<file path="config.mk">
export PLATFORM = sky130hd
export DESIGN_NAME = irds_ram
export DESIGN_NICKNAME = d
export VERILOG_FILES = /design/src/design/irds_ram.sv
export SDC_FILE = /design/constraint.sdc
export NUM_CORES = 1
export LEC_CHECK = 0
export BUFFER_PORTS_ARGS = -buffer_cell sky130_fd_sc_hd__buf_2
export CAP_MARGIN = 20
export CORE_MARGIN = 1
export CORE_UTILIZATION = 60
export DETAILED_ROUTE_END_ITERATION = 16
export GPL_TIMING_DRIVEN = 0
export HOLD_SLACK_MARGIN = 0.06
export PLACE_DENSITY_LB_ADDON = 0.12
export SYNTH_ARGS = -nofsm -noshare
export SYNTH_HDL_FRONTEND = slang
export SYNTH_SLANG_ARGS = --single-unit
</file>
<file path="constraint.sdc">
create_clock -name i_clk -period 2.51 [get_ports i_clk]
set_clock_uncertainty 0.15 [all_clocks]
set_input_delay 0.251 -clock i_clk [delete_from_list [all_inputs] [get_ports i_clk]]
set_output_delay 0.251 -clock i_clk [all_outputs]
set_load 0.05 [all_outputs]
</file>
<file path="src/design/irds_ram.sv">
module irds_ram #(
    parameter int WIDTH = 8,
    parameter int DEPTH = 16
) (
    input  logic                     i_clk,
    input  logic                     i_we,
    input  logic [$clog2(DEPTH)-1:0] i_addr,
    input  logic [WIDTH-1:0]         i_wdata,
    output logic [WIDTH-1:0]         o_rdata
);

    logic [WIDTH-1:0] r_mem [DEPTH];
    logic [WIDTH-1:0] r_rdata;

    always_ff @(posedge i_clk) begin
        if (i_we) begin
            r_mem[i_addr] <= i_wdata;
        end
        r_rdata <= r_mem[i_addr];
    end

    assign o_rdata = r_rdata;

endmodule

</file>
==> results of run 1 <==
==> power by group <==
part	leakage, nW	total [mW]	switching [mW]	internal, mW
logic	0.472	0.302	0.196	0.105
registers	1.22	2.55	0.0131	2.54
clock network	0.292	2.55	0.925	1.62
total	1.99	5.40	1.13	4.26
==> critical path, delay by kind of cell <==
kind	cells	cell delay, ns
buffers and inverters	2	0.72
AND/OR/NAND/NOR	2	0.95
==> routing by layer <==
layer / GRT usage, % / wire, µm / vias up
met5: 0 / 0 / -
met4: 8.08 / 144 / 0
met3: 6.88 / 840 / 13
met2: 38.6 / 4830 / 141
met1: 35.5 / 4030 / 1268
li1: - / - / 1068
==> cells in the mapped netlist <==
| cell | instances | area [µm²] |
|---|---|---|
| edfxtp_1 | 128 | 3840 |
| mux4_2 | 32 | 721 |
| a22oi_1 | 16 | 120 |
| nor2_1 | 13 | 48.8 |
| nand2_1 | 9 | 33.8 |
| dfxtp_1 | 8 | 160 |
| buf_1 | 4 | 15.0 |
| nor3_1 | 4 | 20.0 |
| buf_2 | 2 | 10.0 |
| buf_6 | 2 | 22.5 |
| clkbuf_1 | 2 | 7.51 |
| nand2b_1 | 2 | 12.5 |
| nand3b_1 | 2 | 15.0 |
| nor2b_1 | 2 | 12.5 |
| and2_1 | 1 | 6.26 |
| clkbuf_2 | 1 | 5.00 |
| nand3_1 | 1 | 5.00 |
| or3b_2 | 1 | 8.76 |
==> logic make-up (layout without fill, tap and decap cells) <==
| group | count (synthesis) | after routing | share of synthesized area, % |
|---|---|---|---|
| and+or+nand+nor | 35 | 35 | 3.21 |
| AOI/OAI and AO/OA | 16 | 16 | 2.37 |
| muxes | 32 | 32 | 14.2 |
| buffers and inverters | 11 | 74 | 1.19 |
| DFF | 136 | 136 | 79.0 |
==> worst paths after layout <==
| path | startpoint | end | slack (ns) | cells after the start |
|---|---|---|---|---|
| setup / recovery | i_addr[1] | r_mem[3][3] | 0.58 | 4 |
| hold / removal | i_we | r_mem[8][3] | 0.17 | 3 |
| hold reg to reg | r_mem[10][1] | o_rdata[1] | 0.55 | 3 |
| setup reg to reg | r_mem[2][6] | o_rdata[6] | 0.96 | 3 |
==> flip-flops by register name, summed over array words and instances (netlist names) <==
name and flops:
r_mem 128, o_rdata 8
==> stage by stage <==
stage,worst slack (ns),area (µm²),util [%],hold slack [ns]
after detailed placement,0.0243,5320,65.1,0.518
after CTS,0.576,6020,73.6,0.156
after global placement,0.0211,5290,64.8,0.508
after floorplan,0.616,5070,-,0.200
final,0.578,6020,73.6,0.172
after global routing,0.444,6020,73.6,0.197
==> area by class of cell <==
cell class | instances | area share, %
clock buffer | 18 | 6.95
clock inverter | 14 | 3.27
sequential | 136 | 66.6
tap | 105 | 2.18
timing repair buffer | 31 | 3.37
multi-input combinational | 83 | 16.7
buffer | 11 | 0.998
==> what timing repair did <==
action | in CTS | in global routing
hold buffers | 8 | 0
setup buffers | 0 | 0
hold endpoints to repair | 128 | 0
==> results.py, run 1 <==
metrics = {
    "timing": {
        "worst_slew_pin_slew_ns": 0.828,
        "rsz0062_at_grt": "false",
        "fmax_mhz": 518,
        "setup_violations": 0,
        "finalSetupTns_ns": 0,
        "fin_crit_ns": 1.93,
        "finalCritPeriodShare_pct": 77.0,
        "drv_slew": 0,
        "finalHoldViolations": 0,
        "slew_headroom_pct": 44.6,
    },
    "final_layout": {
        "n_fill_cell": 457,
        "areaGrowthSynthToFinish_pct": 18.7,
        "finalNonFillerCells": 398,
        "multi_input_area_mm2": 0.00100,
        "final_common_cell": "edfxtp_1",
        "layout_common_cells": "edfxtp_1 (128), mux4_2 (32), buf_2 (22)",
        "drive_above_1_share_pct": 31.4,
        "ff_latch_area_mm2": 0.00400,
        "nNetsFinal": 294,
        "diodes": 0,
    },
    "place": {
        "dp_cells": 358,
        "place_congestion": 0.728,
        "hpwlAfterDp_mm": 5.84,
        "port-buffer-count": 19,
    },
    "power_and_ir_drop": {
        "p_total_mw": 5.40,
        "leakage_nw": 1.99,
        "power_density_mw_per_mm2": 898,
        "irDropWorstVdd_mv": 0.607,
    },
    "drt": {
        "viasPerCell": 6.26,
        "drt.antenna.violating_nets": 0,
        "first_iter_violations": 300,
        "drc": 0,
        "avgRoutedWirePerCell_um": 24.7,
        "dr.pass1.iters": 5,
        "wl_mm": 9.84,
        "num_vias": 2490,
    },
    "outcome": {
        "status": "finished, final reports clean",
    },
    "clocking": {
        "numCtsBuffers": 17,
        "path_clk_slew_ns": 0.06,
        "clockRootBuffer": "clkbuf_8",
        "cts_buffer_depth": 2,
        "cts_resized": 0,
        "clk_latency_ns": 0.52,
        "clock_sinks": 136,
        "h-tree-depth": 4,
        "cts_tree": "done",
    },
    "global_routing": {
        "overflow": 0,
        "grt_antenna_before_repair": 0,
        "grt_max_degree": 17,
        "grt_usage_pct": 25.1,
        "grt_pass1_vias": 2480,
        "grt_pass1_wl_mm": 14.7,
    },
    "synth": {
        "avgSynthCellArea_um2": 22.0,
        "synthCells": 230,
        "synth_area_mm2": 0.00507,
        "yosysSeqAreaShare_pct": 79.0,
        "synth_fp_nets": 244,
        "yosys_register_bits": 136,
        "synth_warnings": 0,
        "synth.distinct_cells": 18,
    },
    "floorplanning": {
        "core_area_mm2": 0.00818,
        "die_area_mm2": 0.00882,
        "ios": 22,
        "initial_core_util_pct": 62.0,
        "dieWidth_um": 93.9,
        "die_h_um": 93.9,
        "placementRows": 33,
    },
    "critical_path": {
        "arrival_ns": 1.92,
        "cpPeakStageDelay_ns": 0.70,
        "criticalPathCategory": "in -> reg",
        "crit_required_ns": 2.50,
        "cp_max_fo": 10,
        "path_cells": "buf_2, buf_1, nand2_1, nor2_1",
        "startpoint_type": "input port",
        "cp-end-kind": "register",
        "worst_path_max_delay_cell": "nor2_1",
    },
    "min_path": {
        "hold_path.class": "in -> reg",
    },
    "run": {
        "maxCapViolCount": 0,
    },
}
Power figures use the tool's default switching activity.
==> run 2: changes to the inputs <==
ABC_AREA = 1   (was default)
CORE_UTILIZATION = 55   (was 60)
clock period = 1.6 ns   (was 2.51 ns; I/O delays follow)
==> results.py, run 2 <==
metrics = {
    "floorplanning": {
        "dieWidth_um": 103,
        "die_h_um": 103,
        "initial_core_util_pct": 57.0,
        "ios": 22,
        "placementRows": 36,
        "die_area_mm2": 0.0106,
        "core_area_mm2": 0.00982,
    },
    "final_layout": {
        "drive_above_1_share_pct": 13.2,
        "n_fill_cell": 769,
        "layout_common_cells": "nand2_1 (346), edfxtp_1 (128), buf_2 (32)",
        "diodes": 0,
        "largest_reg_flops": 128,
        "largest_register": "r_mem",
        "nNetsFinal": 614,
        "ff_latch_area_mm2": 0.00400,
        "finalNonFillerCells": 746,
        "final_common_cell": "nand2_1",
        "areaGrowthSynthToFinish_pct": 17.3,
        "multi_input_area_mm2": 0.00144,
    },
    "timing": {
        "fin_ws_ns": -0.0533,
        "drv_slew": 0,
        "slew_headroom_pct": 66.9,
        "fmax_mhz": 605,
        "setup_violations": 42,
        "finalHoldViolations": 0,
        "rsz0062_at_grt": "true",
        "worst_slew_pin_slew_ns": 0.497,
        "finalCritPeriodShare_pct": 103,
        "fin_crit_ns": 1.65,
    },
    "clocking": {
        "cts_tree": "done",
        "clockRootBuffer": "clkbuf_8",
        "path_clk_slew_ns": 0.06,
        "clk_latency_ns": 0.53,
        "numCtsBuffers": 17,
        "h-tree-depth": 4,
        "clock_sinks": 136,
        "post_cts_buffers": 0,
        "cts_buffer_depth": 2,
    },
    "synth": {
        "synth_edf_count": 128,
        "synthCells": 548,
        "synth_top_area_share_pct": 68.7,
        "synth.distinct_cells": 11,
        "ys_top_cells_by_count": "nand2_1 (346), edfxtp_1 (128), inv_1 (21), nor2_1 (18), buf_2 (12)",
        "async_flop_share_pct": 0,
        "synth_fp_nets": 562,
        "synth_flop_cell": "edfxtp_1",
        "yosysSeqAreaShare_pct": 71.6,
        "yosysTopAreaCell": "edfxtp_1",
        "synth_warnings": 0,
        "synth_most_common_cell": "nand2_1",
        "avgSynthCellArea_um2": 10.2,
        "synth_top_cells_by_area": "edfxtp_1 (69%), nand2_1 (23%), dfxtp_1 (2.9%), inv_1 (1.4%), nor2_1 (1.2%)",
        "yosys_register_bits": 136,
        "synth_area_mm2": 0.00559,
    },
    "place": {
        "place_congestion": 0.843,
        "hpwlAfterDp_mm": 7.65,
        "port-buffer-count": 20,
        "dp_cells": 701,
    },
    "critical_path": {
        "worst_r2r_path_depth": 8,
        "cp_max_fo": 10,
        "path_cells": "buf_2, clkbuf_1, nand3_1, nor2_2",
        "cpPeakStageDelay_ns": 0.51,
        "cp.buffers_inverters": 2,
        "arrival_ns": 1.67,
        "criticalPathCategory": "in -> reg",
        "r2r-start": "r_mem[6][2]",
        "r2r-end": "o_rdata[2]",
        "reg2reg_slack_ns": 0.44,
        "cp-end-kind": "register",
        "startpoint_type": "input port",
        "cp_top_family": "simple AND/OR/NAND/NOR gates",
        "crit_required_ns": 1.62,
        "worst_path_max_delay_cell": "nor2_2",
    },
    "power_and_ir_drop": {
        "irDropWorstVdd_mv": 0.826,
        "power_density_mw_per_mm2": 1220,
        "p_total_mw": 8.01,
        "leakage_nw": 2.81,
    },
    "global_routing": {
        "grt_pass1_vias": 3567,
        "grt_max_degree": 17,
        "grt_pass1_wl_mm": 18.5,
        "grt_usage_pct": 25.5,
        "overflow": 0,
        "grt_antenna_before_repair": 0,
    },
    "drt": {
        "wl_mm": 12.1,
        "num_vias": 3792,
        "dr.pass1.iters": 5,
        "drt.antenna.violating_nets": 0,
        "first_iter_violations": 214,
        "drc": 0,
        "avgRoutedWirePerCell_um": 16.2,
        "viasPerCell": 5.08,
    },
    "min_path": {
        "holdPathStages": 7,
        "whs_endpoint": "o_rdata[0]",
        "min_from": "i_addr[1]",
        "hold_path.class": "in -> reg",
    },
    "outcome": {
        "status": "finished, violations left",
        "violations": "setup timing",
    },
    "run": {
        "maxCapViolCount": 0,
    },
}
-- run 2: worst max path at each step --
stage / from / endpoint / slack [ns] / cells after the start
2_1_floorplan: i_addr[1] / r_mem[3][0] / -0.09 / 4
3_3_place_gp: i_addr[1] / r_mem[3][0] / -0.60 / 4
3_5_place_dp: i_addr[1] / r_mem[10][6] / -0.67 / 4
4_1_cts: i_addr[1] / r_mem[10][2] / -0.17 / 4
5_1_grt: i_addr[1] / r_mem[7][7] / -0.14 / 4
6_report: i_addr[1] / r_mem[10][1] / -0.05 / 4
-- run 2: kinds of logic (layout without fill, tap and decap cells) --
kind of cell,after synthesis,after routing,share of synthesized area [%]
buffers and inverters,44,109,3.62
DFF,136,136,71.6
and+or+nand+nor,368,368,24.8
-- run 2: report_power, final --
| part | leakage [nW] | internal, mW | switching [mW] |
|---|---|---|---|
| clock network | 0.247 | 2.03 | 1.38 |
| logic | 1.34 | 0.159 | 0.442 |
| registers | 1.22 | 3.98 | 0.0193 |
| total | 2.81 | 6.17 | 1.84 |
-- run 2: repair_timing --
action | CTS | global route
gates cloned | 0 | 0
resized for setup | 4 | 6
hold buffers | 13 | 0
setup endpoints to repair | 58 | 80
endpoints found under the hold margin | 134 | 0
-- run 2: metrics by stage --
step           cell area, µm²  TNS, ns  hold slack, ns  util [%]  worst slack [ns]
6_report                 6560    -1.05          0.0934      66.8           -0.0533
2_1_floorplan            5610    -4.93           0.109         -           -0.0872
5_1_grt                  6560    -6.74           0.129      66.8            -0.145
4_1_cts                  6540    -3.46          0.0872      66.6            -0.167
3_3_place_gp             5880   -60.09           0.450      59.9            -0.596
3_5_place_dp             5880   -65.00           0.450      59.9            -0.674
-- run 2: worst reg2reg max path, cell delays in order (launching register included) --
cell and delay (ns):
edfxtp_1 0.37, nand2_1 0.08, nand2_1 0.06, nand2_1 0.07, nand2_1 0.06, nand2_1 0.07
nand2_1 0.08, inv_1 0.06, nand2_1 0.06
-- run 2: layout make-up --
cell class,count,area share (%)
buffer,21,1.77
inverter,23,1.32
tap,133,2.54
clock inverter,7,0.706
timing repair buffer,33,3.51
sequential,136,61.0
clock buffer,25,7.25
multi-input combinational,368,21.9
-- run 2: routing by layer --
metal,global-route usage [%],wire length [µm]
met1,33.8,5260
met2,40.3,5730
met3,6.71,790
met4,10.8,336
met5,0,0
